$ cat config.mk
export PLATFORM = sky130hd
export DESIGN_NAME = soft_cpu_instruction_execute
export DESIGN_NICKNAME = d
export VERILOG_FILES = /design/src/rtl/scie_pkg.sv /design/src/rtl/scie_regfile.sv /design/src/rtl/scie_exec.sv /design/src/rtl/soft_cpu_instruction_execute.sv
export VERILOG_INCLUDE_DIRS = /design/src /design/src/rtl
export SDC_FILE = /design/constraint.sdc
export NUM_CORES = 1
export LEC_CHECK = 0
export BUFFER_PORTS_ARGS = -buffer_cell sky130_fd_sc_hd__buf_2
export CORE_ASPECT_RATIO = 2
export CORE_UTILIZATION = 35
export DETAILED_ROUTE_END_ITERATION = 10
export SLEW_MARGIN = 40
export SYNTH_ARGS = -nofsm -noshare
export SYNTH_HDL_FRONTEND = slang
export SYNTH_SLANG_ARGS = --single-unit
$ cat constraint.sdc
create_clock -name clk -period 8.4 [get_ports clk]
set_input_delay 0.42 -clock clk [delete_from_list [all_inputs] [get_ports clk]]
set_output_delay 0.42 -clock clk [all_outputs]
set_load 0.01 [all_outputs]
$ cat src/rtl/soft_cpu_instruction_execute_macros.svh
// assertion macros shared by the soft cpu execute block
`ifndef SOFT_CPU_INSTRUCTION_EXECUTE_MACROS_SVH
`define SOFT_CPU_INSTRUCTION_EXECUTE_MACROS_SVH

// same-cycle implication, clocked on clk, disabled during reset
`define SCIE_ASSERT_NOW(label, ante, cons, msg) \
    label: assert property (@(posedge clk) disable iff (!rst_n) (ante) |-> (cons)) \
        else $error(msg);

// next-cycle implication, clocked on clk, disabled during reset
`define SCIE_ASSERT_NEXT(label, ante, cons, msg) \
    label: assert property (@(posedge clk) disable iff (!rst_n) (ante) |=> (cons)) \
        else $error(msg);

`endif

$ cat src/rtl/scie_pkg.sv
// types, codes and helpers of the soft cpu execute block
package scie_pkg;

    localparam int NUM_REGS_DEF    = 32;
    localparam int STACK_DEPTH_DEF = 31;
    localparam int PC_BITS_DEF     = 10;

    typedef struct packed {
        logic [17:0] instr;
        logic [7:0]  in_data;
    } in_t;

    typedef struct packed {
        logic [9:0] next_pc;
        logic [7:0] port_id;
        logic [7:0] out_data;
        logic       write_strobe;
        logic       read_strobe;
        logic       carry_flag;
        logic       zero_flag;
        logic       int_enable;
        logic [1:0] error_code;
    } out_t;

    typedef enum logic [1:0] {
        ERR_NONE    = 2'd0,
        ERR_INVALID = 2'd1,
        ERR_RETURN  = 2'd2
    } err_t;

    // state changes requested by one instruction
    typedef struct packed {
        logic       rf_we;
        logic [7:0] rf_wdata;
        logic       carry;
        logic       zero;
        logic       ie;
        logic       push;
        logic       pop;
        logic       oc_inc;
        logic       oc_dec;
    } upd_t;

    localparam logic [4:0] GRP_INPUT_K  = 5'd16;
    localparam logic [4:0] GRP_OUTPUT_K = 5'd17;
    localparam logic [4:0] GRP_RETURN   = 5'd18;
    localparam logic [4:0] GRP_SHIFT    = 5'd20;
    localparam logic [4:0] GRP_RETI     = 5'd22;
    localparam logic [4:0] GRP_INPUT_R  = 5'd24;
    localparam logic [4:0] GRP_OUTPUT_R = 5'd25;
    localparam logic [4:0] GRP_JUMP     = 5'd26;
    localparam logic [4:0] GRP_CALL     = 5'd27;
    localparam logic [4:0] GRP_INTCTL   = 5'd30;

    localparam logic [2:0] OP_LOAD  = 3'd0;
    localparam logic [2:0] OP_AND   = 3'd1;
    localparam logic [2:0] OP_OR    = 3'd2;
    localparam logic [2:0] OP_XOR   = 3'd3;
    localparam logic [2:0] OP_ADD   = 3'd4;
    localparam logic [2:0] OP_ADDCY = 3'd5;
    localparam logic [2:0] OP_SUB   = 3'd6;
    localparam logic [2:0] OP_SUBCY = 3'd7;

    localparam logic [2:0] COND_Z  = 3'd4;
    localparam logic [2:0] COND_NZ = 3'd5;
    localparam logic [2:0] COND_C  = 3'd6;
    localparam logic [2:0] COND_NC = 3'd7;

    localparam logic [7:0] SH_SRA = 8'h08;
    localparam logic [7:0] SH_SRX = 8'h0a;
    localparam logic [7:0] SH_RR  = 8'h0c;
    localparam logic [7:0] SH_SR0 = 8'h0e;
    localparam logic [7:0] SH_SR1 = 8'h0f;
    localparam logic [7:0] SH_SLA = 8'h00;
    localparam logic [7:0] SH_RL  = 8'h02;
    localparam logic [7:0] SH_SLX = 8'h04;
    localparam logic [7:0] SH_SL0 = 8'h06;
    localparam logic [7:0] SH_SL1 = 8'h07;

    localparam logic [17:0] W_RETI_EN  = 18'h2C001;
    localparam logic [17:0] W_RETI_DIS = 18'h2C000;
    localparam logic [17:0] W_INT_EN   = 18'h3C001;
    localparam logic [17:0] W_INT_DIS  = 18'h3C000;

    localparam logic [7:0] OC_MAX = 8'hff;

    // register field reduced modulo the register count, n at least 8
    function automatic logic [4:0] reg_mod(input logic [4:0] idx, input int n);
        logic [5:0] v;
        logic [5:0] nn;
        v  = {1'b0, idx};
        nn = 6'(n);
        for (int i = 0; i < 4; i++) begin
            if (v >= nn) begin
                v = v - nn;
            end
        end
        return v[4:0];
    endfunction

endpackage

$ cat src/rtl/scie_regfile.sv
// byte register file with two registered read ports and write forwarding
module scie_regfile
    import scie_pkg::*;
#(
    parameter int NUM_REGS = NUM_REGS_DEF
) (
    input  logic       clk,
    input  logic       rst_n,
    input  logic       rd_en,
    input  logic [4:0] ra_addr,
    input  logic [4:0] rb_addr,
    input  logic       we,
    input  logic [4:0] waddr,
    input  logic [7:0] wdata,
    output logic [7:0] ra_data,
    output logic [7:0] rb_data
);

    localparam int RI_W = $clog2(NUM_REGS);

    logic [7:0]          mem [NUM_REGS];
    logic [NUM_REGS-1:0] vld_reg;
    logic [7:0]          ra_reg;
    logic [7:0]          rb_reg;
    logic [4:0]          ra_m;
    logic [4:0]          rb_m;
    logic [4:0]          w_m;
    logic [RI_W-1:0]     ai;
    logic [RI_W-1:0]     bi;
    logic [RI_W-1:0]     wi;

    assign ra_m = reg_mod(ra_addr, NUM_REGS);
    assign rb_m = reg_mod(rb_addr, NUM_REGS);
    assign w_m  = reg_mod(waddr, NUM_REGS);
    assign ai   = ra_m[RI_W-1:0];
    assign bi   = rb_m[RI_W-1:0];
    assign wi   = w_m[RI_W-1:0];

    always_ff @(posedge clk or negedge rst_n)
    begin
        if (!rst_n)
        begin
            vld_reg <= '0;
        end
        else if (we)
        begin
            vld_reg[wi] <= 1'b1;
        end
    end

    always_ff @(posedge clk)
    begin
        if (we)
        begin
            mem[wi] <= wdata;
        end
    end

    // an entry never written reads as zero
    always_ff @(posedge clk)
    begin
        if (rd_en)
        begin
            ra_reg <= (we && wi == ai) ? wdata : (vld_reg[ai] ? mem[ai] : 8'h00);
            rb_reg <= (we && wi == bi) ? wdata : (vld_reg[bi] ? mem[bi] : 8'h00);
        end
    end

    assign ra_data = ra_reg;
    assign rb_data = rb_reg;

endmodule

$ cat src/rtl/scie_exec.sv
// instruction decode, alu, shifter, branch and port logic
module scie_exec
    import scie_pkg::*;
#(
    parameter int PC_BITS = PC_BITS_DEF
) (
    input  logic [17:0]        instr,
    input  logic [7:0]         in_data,
    input  logic [7:0]         a,
    input  logic [7:0]         b,
    input  logic [PC_BITS-1:0] pc,
    input  logic [PC_BITS-1:0] pop_pc,
    input  logic               carry,
    input  logic               zero,
    input  logic               ie,
    input  logic               oc_zero,
    output logic [PC_BITS-1:0] pc_next,
    output upd_t               upd,
    output out_t               res
);

    logic [4:0]         group;
    logic [2:0]         op;
    logic [7:0]         kk;
    logic [7:0]         opnd;
    logic [8:0]         alu_r;
    logic [7:0]         sh_r;
    logic               sh_c;
    logic               sh_ok;
    logic               cond;
    logic [PC_BITS-1:0] pc_inc;
    logic [PC_BITS-1:0] target;
    err_t               err;

    assign group  = instr[17:13];
    assign op     = group[2:0];
    assign kk     = instr[7:0];
    assign opnd   = group[3] ? b : kk;
    assign pc_inc = pc + PC_BITS'(1);
    assign target = instr[PC_BITS-1:0];

    always_comb
    begin
        case (instr[12:10])
            COND_Z:  cond = zero;
            COND_NZ: cond = !zero;
            COND_C:  cond = carry;
            COND_NC: cond = !carry;
            default: cond = 1'b1;
        endcase
    end

    always_comb
    begin
        case (op)
            OP_AND:   alu_r = {1'b0, a & opnd};
            OP_OR:    alu_r = {1'b0, a | opnd};
            OP_XOR:   alu_r = {1'b0, a ^ opnd};
            OP_ADD:   alu_r = {1'b0, a} + {1'b0, opnd};
            OP_ADDCY: alu_r = {1'b0, a} + {1'b0, opnd} + {8'h00, carry};
            OP_SUB:   alu_r = {1'b0, a} - {1'b0, opnd};
            OP_SUBCY: alu_r = {1'b0, a} - {1'b0, opnd} - {8'h00, carry};
            default:  alu_r = {1'b0, opnd};
        endcase
    end

    always_comb
    begin
        sh_ok = 1'b1;
        case (kk)
            SH_SRA:
            begin
                sh_c = a[0];
                sh_r = {carry, a[7:1]};
            end
            SH_SRX:
            begin
                sh_c = a[0];
                sh_r = {a[7], a[7:1]};
            end
            SH_RR:
            begin
                sh_c = a[0];
                sh_r = {a[0], a[7:1]};
            end
            SH_SR0:
            begin
                sh_c = a[0];
                sh_r = {1'b0, a[7:1]};
            end
            SH_SR1:
            begin
                sh_c = a[0];
                sh_r = {1'b1, a[7:1]};
            end
            SH_SLA:
            begin
                sh_c = a[7];
                sh_r = {a[6:0], carry};
            end
            SH_RL:
            begin
                sh_c = a[7];
                sh_r = {a[6:0], a[7]};
            end
            SH_SLX:
            begin
                sh_c = a[7];
                sh_r = {a[6:0], a[0]};
            end
            SH_SL0:
            begin
                sh_c = a[7];
                sh_r = {a[6:0], 1'b0};
            end
            SH_SL1:
            begin
                sh_c = a[7];
                sh_r = {a[6:0], 1'b1};
            end
            default:
            begin
                sh_ok = 1'b0;
                sh_c  = carry;
                sh_r  = a;
            end
        endcase
    end

    always_comb
    begin
        upd              = '0;
        upd.carry        = carry;
        upd.zero         = zero;
        upd.ie           = ie;
        pc_next          = pc_inc;
        err              = ERR_NONE;
        res              = '0;
        if (!group[4])
        begin
            upd.rf_we    = 1'b1;
            upd.rf_wdata = alu_r[7:0];
            if (op != OP_LOAD)
            begin
                upd.carry = op[2] ? alu_r[8] : 1'b0;
                upd.zero  = (alu_r[7:0] == 8'h00);
            end
        end
        else
        begin
            case (group)
                GRP_INPUT_K, GRP_INPUT_R:
                begin
                    res.port_id     = opnd;
                    res.read_strobe = 1'b1;
                    upd.rf_we       = 1'b1;
                    upd.rf_wdata    = in_data;
                end
                GRP_OUTPUT_K, GRP_OUTPUT_R:
                begin
                    res.port_id      = opnd;
                    res.out_data     = a;
                    res.write_strobe = 1'b1;
                end
                GRP_RETURN:
                begin
                    if (instr[9:0] != 10'd0)
                    begin
                        err = ERR_INVALID;
                    end
                    else if (cond)
                    begin
                        if (oc_zero)
                        begin
                            err = ERR_RETURN;
                        end
                        else
                        begin
                            upd.oc_dec = 1'b1;
                        end
                        upd.pop = 1'b1;
                        pc_next = pop_pc;
                    end
                end
                GRP_SHIFT:
                begin
                    if (sh_ok)
                    begin
                        upd.carry    = sh_c;
                        upd.zero     = (sh_r == 8'h00);
                        upd.rf_we    = 1'b1;
                        upd.rf_wdata = sh_r;
                    end
                    else
                    begin
                        err = ERR_INVALID;
                    end
                end
                GRP_RETI:
                begin
                    if (instr == W_RETI_EN || instr == W_RETI_DIS)
                    begin
                        upd.ie  = instr[0];
                        upd.pop = 1'b1;
                        pc_next = pop_pc;
                    end
                    else
                    begin
                        err = ERR_INVALID;
                    end
                end
                GRP_JUMP:
                begin
                    if (cond)
                    begin
                        pc_next = target;
                    end
                end
                GRP_CALL:
                begin
                    if (cond)
                    begin
                        upd.push   = 1'b1;
                        upd.oc_inc = 1'b1;
                        pc_next    = target;
                    end
                end
                GRP_INTCTL:
                begin
                    if (instr == W_INT_EN || instr == W_INT_DIS)
                    begin
                        upd.ie = instr[0];
                    end
                    else
                    begin
                        err = ERR_INVALID;
                    end
                end
                default:
                begin
                    err = ERR_INVALID;
                end
            endcase
        end
        res.next_pc    = 10'(pc_next);
        res.carry_flag = upd.carry;
        res.zero_flag  = upd.zero;
        res.int_enable = upd.ie;
        res.error_code = err;
    end

endmodule

$ cat src/rtl/soft_cpu_instruction_execute.sv
// top level of the soft cpu instruction execute block
//
// in_item carries one instruction word and the input port byte per beat,
// out_item carries the resulting program counter, port signals, flags and
// an error code; both channels use valid and ready.
// a beat accepted into the input register executes there and its result is
// registered in the output register once that register is free or being
// taken; register operands are read at the accept edge, execute runs while
// the beat sits in the input register.
// throughput: one instruction per cycle sustained while out_ready stays high;
// flags, program counter and return stack are read and written in the
// execute cycle, register operands are read at acceptance with the write of
// the instruction that executes at that same edge forwarded.
// when the receiver stalls the result holds in the output register and one
// more beat waits in the input register; in_ready drops only when both
// are full.
// reset clears the program counter, flags, return stack, stack pointer,
// open call count and register valid bits; registers read as zero until
// written, and both channels come up empty.
`include "soft_cpu_instruction_execute_macros.svh"

module soft_cpu_instruction_execute
    import scie_pkg::*;
#(
    parameter int NUM_REGS    = NUM_REGS_DEF,
    parameter int STACK_DEPTH = STACK_DEPTH_DEF,
    parameter int PC_BITS     = PC_BITS_DEF
) (
    input  logic clk,
    input  logic rst_n,
    input  logic in_valid,
    output logic in_ready,
    input  in_t  in_item,
    output logic out_valid,
    input  logic out_ready,
    output out_t out_item
);

    localparam int SP_W = $clog2(STACK_DEPTH);

    logic               s1_vld_reg;
    in_t                s1_item_reg;
    logic               o_vld_reg;
    logic               o_vld_next;
    out_t               o_item_reg;
    logic [PC_BITS-1:0] pc_reg;
    logic [PC_BITS-1:0] pc_next;
    logic               carry_reg;
    logic               zero_reg;
    logic               ie_reg;
    logic [7:0]         oc_reg;
    logic [7:0]         oc_next;
    logic [SP_W-1:0]    sp_reg;
    logic [SP_W-1:0]    sp_next;
    logic [SP_W-1:0]    pop_idx;
    logic [PC_BITS-1:0] stack_reg [STACK_DEPTH];
    logic [PC_BITS-1:0] ex_pc;
    logic [7:0]         ra;
    logic [7:0]         rb;
    logic               accept;
    logic               fire;
    upd_t               upd;
    out_t               res;

    assign fire     = s1_vld_reg && (!o_vld_reg || out_ready);
    assign in_ready = !s1_vld_reg || fire;
    assign accept   = in_valid && in_ready;

    scie_regfile #(
        .NUM_REGS (NUM_REGS)
    ) u_regfile (
        .clk     (clk),
        .rst_n   (rst_n),
        .rd_en   (accept),
        .ra_addr (in_item.instr[12:8]),
        .rb_addr (in_item.instr[7:3]),
        .we      (fire && upd.rf_we),
        .waddr   (s1_item_reg.instr[12:8]),
        .wdata   (upd.rf_wdata),
        .ra_data (ra),
        .rb_data (rb)
    );

    assign pop_idx = (sp_reg == '0) ? SP_W'(STACK_DEPTH - 1) : sp_reg - SP_W'(1);

    scie_exec #(
        .PC_BITS (PC_BITS)
    ) u_exec (
        .instr   (s1_item_reg.instr),
        .in_data (s1_item_reg.in_data),
        .a       (ra),
        .b       (rb),
        .pc      (pc_reg),
        .pop_pc  (stack_reg[pop_idx]),
        .carry   (carry_reg),
        .zero    (zero_reg),
        .ie      (ie_reg),
        .oc_zero (oc_reg == 8'h00),
        .pc_next (ex_pc),
        .upd     (upd),
        .res     (res)
    );

    always_comb
    begin
        pc_next    = pc_reg;
        oc_next    = oc_reg;
        sp_next    = sp_reg;
        o_vld_next = o_vld_reg && !out_ready;
        if (fire)
        begin
            pc_next    = ex_pc;
            o_vld_next = 1'b1;
            if (upd.oc_inc && oc_reg != OC_MAX)
            begin
                oc_next = oc_reg + 8'd1;
            end
            else if (upd.oc_dec)
            begin
                oc_next = oc_reg - 8'd1;
            end
            if (upd.push)
            begin
                sp_next = (sp_reg == SP_W'(STACK_DEPTH - 1)) ? '0 : sp_reg + SP_W'(1);
            end
            else if (upd.pop)
            begin
                sp_next = pop_idx;
            end
        end
    end

    always_ff @(posedge clk or negedge rst_n)
    begin
        if (!rst_n)
        begin
            s1_vld_reg <= 1'b0;
            o_vld_reg  <= 1'b0;
            pc_reg     <= '0;
            carry_reg  <= 1'b0;
            zero_reg   <= 1'b0;
            ie_reg     <= 1'b0;
            oc_reg     <= 8'h00;
            sp_reg     <= '0;
            for (int i = 0; i < STACK_DEPTH; i++)
            begin
                stack_reg[i] <= '0;
            end
        end
        else
        begin
            s1_vld_reg <= accept || (s1_vld_reg && !fire);
            o_vld_reg  <= o_vld_next;
            pc_reg     <= pc_next;
            oc_reg     <= oc_next;
            sp_reg     <= sp_next;
            if (fire)
            begin
                carry_reg <= upd.carry;
                zero_reg  <= upd.zero;
                ie_reg    <= upd.ie;
                if (upd.push)
                begin
                    stack_reg[sp_reg] <= pc_reg + PC_BITS'(1);
                end
            end
        end
    end

    always_ff @(posedge clk)
    begin
        if (accept)
        begin
            s1_item_reg <= in_item;
        end
        if (fire)
        begin
            o_item_reg <= res;
        end
    end

    assign out_valid = o_vld_reg;
    assign out_item  = o_item_reg;

    `SCIE_ASSERT_NEXT(a_fire_gives_result, fire, o_vld_reg, "executed beat left no result")
    `SCIE_ASSERT_NOW(a_stall_only_when_full, !in_ready, s1_vld_reg && o_vld_reg && !out_ready,
        "input stalled while a stage is free")
    `SCIE_ASSERT_NEXT(a_call_counts, fire && upd.push, oc_reg != 8'h00,
        "open call count zero after a call")
    `SCIE_ASSERT_NOW(a_err_code_range, out_valid, out_item.error_code != 2'd3,
        "undefined error code on output")

endmodule
# After elaboration in Yosys (flattened, before gate mapping)
# Memory sizes are Yosys's and may differ from the RTL's.
# Cells that the tools add are included.
# Widths: inputs -> output; s select.
# word_totals
reg_bits	445
mem_bits_rw	256
in_bits	30
out_inout_bits	35
word_cells	222
mem_count	1
# classes
n_addsub	9
magnitude_cmp	7
eq_ne	38
n_mux	65
bitwise_logic	6
n_reduce_logical	43
# memory_table
memory	words	word_bits	rd	rd_ports_with_merged_regs	wr	line	rtl
u_regfile.mem	32	8	2	0	1	scie_regfile.sv:21	logic [7:0] mem [NUM_REGS];
# ops
cell	n
$bwmux 310	1
$mux 10	8
$pmux 8 s10	1
$eq 18x18->1 const B	4
$pmux 9 s7	1
$mux 8	7
$eq 5x5->1 const B	11
$bmux 10 s5	1
$demux 10 s5	1
$eq 8x4->1 const B	5
$logic_not 8->1	4
$or 32x32->32	1
$pmux 10 s3	1
$mux 5	5
$eq 3x3->1 const B	8
$eq 8x3->1 const B	3
$mux 1	23
$mux 11	2
$lt 5x6->1 const B	3
$pmux 9 s2	1
$ge 6x6->1 const B	2
$not 5->6	2
$add 10x1->10 const B	1
$bmux 1 s5	2
36 further kinds	70

# Longest topological paths before layout
# depth
word_depth	10
mapped_depth	18

# Cells and area by module
# From an unflattened synthesis, not the netlist that was laid out.
# unflattened
hier_cells	3041
hier_area_um2	35884.4
# by_module_without_submodules
mod	instances	cells_per_inst	area_per_inst_um2
soft_cpu_instruction_execute	1	1638	17025.1
scie_regfile	1	956	15792.6
scie_exec	1	447	3066.7

# Worst setup path after synthesis
# No wires, ideal clock.
# synth_timing
path_type	flip-flop to flip-flop
start	reg s1_item_reg[24] (netlist bit)
end	mem u_regfile.mem[0][7], data pin
arrival_ns	4.311
required_ns	8.026
setup_slack_ns	3.715
path_stages_with_launch	13
path_buffers	1
synth_period_minus_slack_ns	4.685
cell_sequence	edfxtp_1 > buf_1 > mux2i_1 > inv_1 > fa_1 > a211oi_1 > o21ai_0 > a221oi_1 > nand3_1 > xnor2_1 > o221ai_1 > o22ai_1 > o21ai_1
# synth_rtl
item	line	rtl
start, declared	soft_cpu_instruction_execute.sv:42	in_t s1_item_reg;
start signal, assigned	soft_cpu_instruction_execute.sv:174	s1_item_reg <= in_item;
end, declared	scie_regfile.sv:21	

==> impl_metrics.csv <==
group,metric,value,unit
sta,tns,0,ns
yosys,yosys.area_share.xor_xnor,1.209,%
yosys,synth_edf_count,331,
clock_network,clock_sinks,701,
yosys,synth_top_family_by_area,"multiplexers",
yosys,synth_compound_area_share,8.681,%
sta,timing.fmax,171.3,MHz
setup_path,path_max_fanout,32,
setup_path,slowest_delay,0.86,ns
setup_path,cp.required,8.57,ns
pwr,power_density,250.1,nW/um^2
clock_network,clock_path_buffers,3,
setup_path,worst-r2r-cell-count,11,
status,status,"complete, no violations",
clock_network,post-cts-setup-buffers,0,
placed_design,dp.cells,3765,
sta,finalCritPeriodShare,69.49,%
yosys,synthesis.nets,2671,
cells_and_area,finalNetCount,2693,
clock_network,cts_resized,0,
global_route,overflow,0,
clock_network,htreeDepth,2,
yosys,synth.avg_cell_area,13.11,um^2
yosys,yosys_warnings,0,
yosys,ys_seq_area_share,56.40,%
floorplanning,initial_core_util,35.35,%
floorplanning,num_rows,161,
yosys,synth-seq-cells,701,
pwr,max-vdd-ir-drop,0.2179,mV
pwr,power,9562,uW
global_route,grt_use_total,20.50,%
placed_design,gp_congestion,0.9410,
placed_design,hpwl,71.73,mm
yosys,synthCells,2597,
route,vias,22240,
cells_and_area,drive_gt1_share,23.36,%
setup_path,crit_path_start_kind,"flip-flop",
yosys,synth_area,34040,um^2
clock_network,numCtsBuffers,59,
global_route,grt_start_max_net_pins,109,
pwr,leakage,0.01480,uW
clock_network,tritoncts,"yes",
floorplanning,chipHeight,443.1,um
hold_path,min_path_cells,1,
route,routed_wl,100.7,mm
route,via_per_inst,5.714,
floorplanning,die_x,222.5,um
job,drv_cap,0,
setup_path,path_class,"flip-flop to flip-flop",
cells_and_area,area_growth,12.30,%
route,post-route-drc-count,0,
global_route,antenna_found_initial,6,
yosys,yosys-mux-area-fraction,20.37,%
yosys,synth_cell_types,68,
clock_network,clk_latency,0.68,ns
clock_network,cts_hold_buffers,14,
yosys,synthArstFlopShare,52.78,%
clock_network,cts_root_buffer,"clkbuf_16",
setup_path,ff2ff_setup_slack,2.56,ns
sta,hold_violations,0,
route,dr.pass1.iters,5,
sta,finalSetupViolations,0,
sta,slew_violations,0,
setup_path,path_cells,"mux2i_1 -> inv_1 -> fa_1 -> a211oi_1 -> o2111ai_1 -> nor4b_1 -> a21oi_1 -> o31ai_1 -> a22oi_1 -> a221oi_1 -> clkinv_1",
clock_network,clk_pin_slew,0.08,ns
sta,whs,0.03554,ns
sta,relSlewSlack,41.36,%
yosys,synthFlopType,"dfrtp_1",
floorplanning,core_area,96290,um^2
sta,min_period,5.837,ns
setup_path,crit_path_end_kind,"flip-flop",
hold_path,hold_start,"in_item[22]",
setup_path,reg2reg_from,"s1_item_reg[24]",
floorplanning,ios,65,
placed_design,numPortBuffers,64,
sta,worstMarginPinSlew,0.8796,ns
setup_path,startpoint,"s1_item_reg[24]",
sta,skew,0.07699,ns
global_route,first_global_vias,23430,
cells_and_area,instances_no_fill,3892,
route,post_drt_wl_per_cell,25.87,um
route,drt_iter0_drc,1951,
route,ant_nets,0,
setup_path,cpMaxStageDelayCell,"clkinv_1",
sta,rsz0062_at_grt,"no",
setup_path,cp.arrival,6.01,ns
global_route,grt_pass1_wl,150.4,mm
cells_and_area,largest_reg_flops,310,
hold_path,min_path_type,"primary input to flip-flop",
floorplanning,dieArea,98590,um^2
yosys,yosys.area_share.simple,9.030,%
yosys,synth-adder-area-share,1.683,%
[worst max-delay path, delay by kind of cell (launching register included)]
kind	cells	cell delay (ns)
AO/OA/AOI/OAI	6	1.76
adder cells (fa/ha/maj)	1	0.55
buffers and inverters	2	1.10
flip-flops	1	0.75
multiplexers	1	0.70
AND/OR/NAND/NOR	1	0.46
[power breakdown]
group | total [uW] | internal (uW) | switching [uW]
Combinational | 2500 | 847 | 1650
Clock | 3060 | 1740 | 1330
Sequential | 4000 | 3820 | 186
[final timing paths]
kind,end
setup reg to reg,u_regfile.mem[1][5]
min in group asynchronous,u_regfile.vld_reg[22]
max in group asynchronous,stack_reg[122]
hold / removal,s1_item_reg[22]
hold reg to reg,stack_reg[10]
setup / recovery,u_regfile.mem[1][5]
[layout make-up]
class	instances	area [um^2]
antenna	3	7.507
clock buffer	71	1594
clock inverter	38	556.8
fill	8925	58060
inverter	40	150.1
multi-input combinational	1672	14150
sequential	701	19200
tap	1222	1529
timing repair buffer	145	1049
[per-stage QoR]
step	area, um^2	util [%]	setup slack, ns
floorplan	34040	-	3.715
global placement	35810	37.19	2.942
detailed placement	35900	37.29	2.957
CTS	38190	39.66	2.934
global route	38230	39.70	2.294
finish	38230	39.70	2.563
[cells in the final DEF (no fill, tap or decap), types with 6 or more instances in the layout]
master         instances
nand2_1              382
clkbuf_16             61
inv_1                 34
nor4_1                15
xor2_1                15
mux4_2               250
mux2i_1               62
nand3_1               25
a211oi_1              19
buf_4                 65
or2_2                 43
a21oi_1               60
dlygate4sd3_1         14
o21bai_1               8
nand4_1                8
bufinv_16             12
dfrtp_1              370
mux2_2                57
clkbuf_1               7
nand2b_1              14
a21o_1                10
and3_1                13
o21ai_0              318
clkinv_2               7
buf_2                 59
o21ai_1               10
a31oi_1               10
xnor2_1               24
nor2_1               112
clkinv_1               8
nor2b_1               14
o31ai_1                6
nor3_1                25
a221o_1                9
ha_1                  40
o22ai_1                8
edfxtp_1             331
nor3b_1               15
[synth_stat cells (4+ instances only)]
master / instances / area, um^2
nand2_1: 382 / 1434
dfrtp_1: 370 / 9259
edfxtp_1: 331 / 9940
o21ai_0: 322 / 1612
mux4_2: 250 / 5630
clkbuf_1: 137 / 514.2
nor2_1: 119 / 446.7
mux2i_1: 64 / 640.6
a21oi_1: 61 / 305.3
mux2_2: 57 / 641.9
or2_2: 43 / 269.0
ha_1: 41 / 513.0
inv_1: 40 / 150.1
nand3_1: 27 / 135.1
nor3_1: 27 / 135.1
xnor2_1: 27 / 236.5
buf_1: 23 / 86.33
xor2_1: 20 / 175.2
a211oi_1: 19 / 142.6
buf_2: 19 / 95.09
nor4_1: 17 / 106.4
nor3b_1: 15 / 112.6
nand2b_1: 14 / 87.58
nor2b_1: 14 / 87.58
and3_1: 13 / 81.33
a21o_1: 10 / 75.07
a31oi_1: 10 / 62.56
a221o_1: 9 / 90.09
o22ai_1: 9 / 56.30
nand4_1: 8 / 50.05
o21bai_1: 8 / 60.06
o21ai_1: 7 / 35.03
o31ai_1: 6 / 45.04
o211ai_2: 5 / 62.56
a211o_1: 4 / 35.03
a22oi_1: 4 / 30.03
a32oi_1: 4 / 35.03
o211ai_1: 4 / 30.03
o221ai_1: 4 / 35.03
[per-layer routing]
metal  GRT usage, %  part of all wire, %  up-vias
li1               -                    -     9762
met1          21.16                   34    11420
met2          38.16                   54      774
met3          2.447                  4.3      285
met4          14.22                  7.6        4
met5              0                0.022        -
[cell families (layout without fill, tap and decap cells)]
family	after synthesis	count (layout)
adders and majority gates	44	44
xor gates and xnor gates	47	47
muxes	373	373
and+or+nand+nor	695	695
other	0	3
buffers and inverters	224	294
DFF	701	701
AOI/OAI and AO/OA	513	513
No activity file was read; power rests on OpenSTA's default activity.
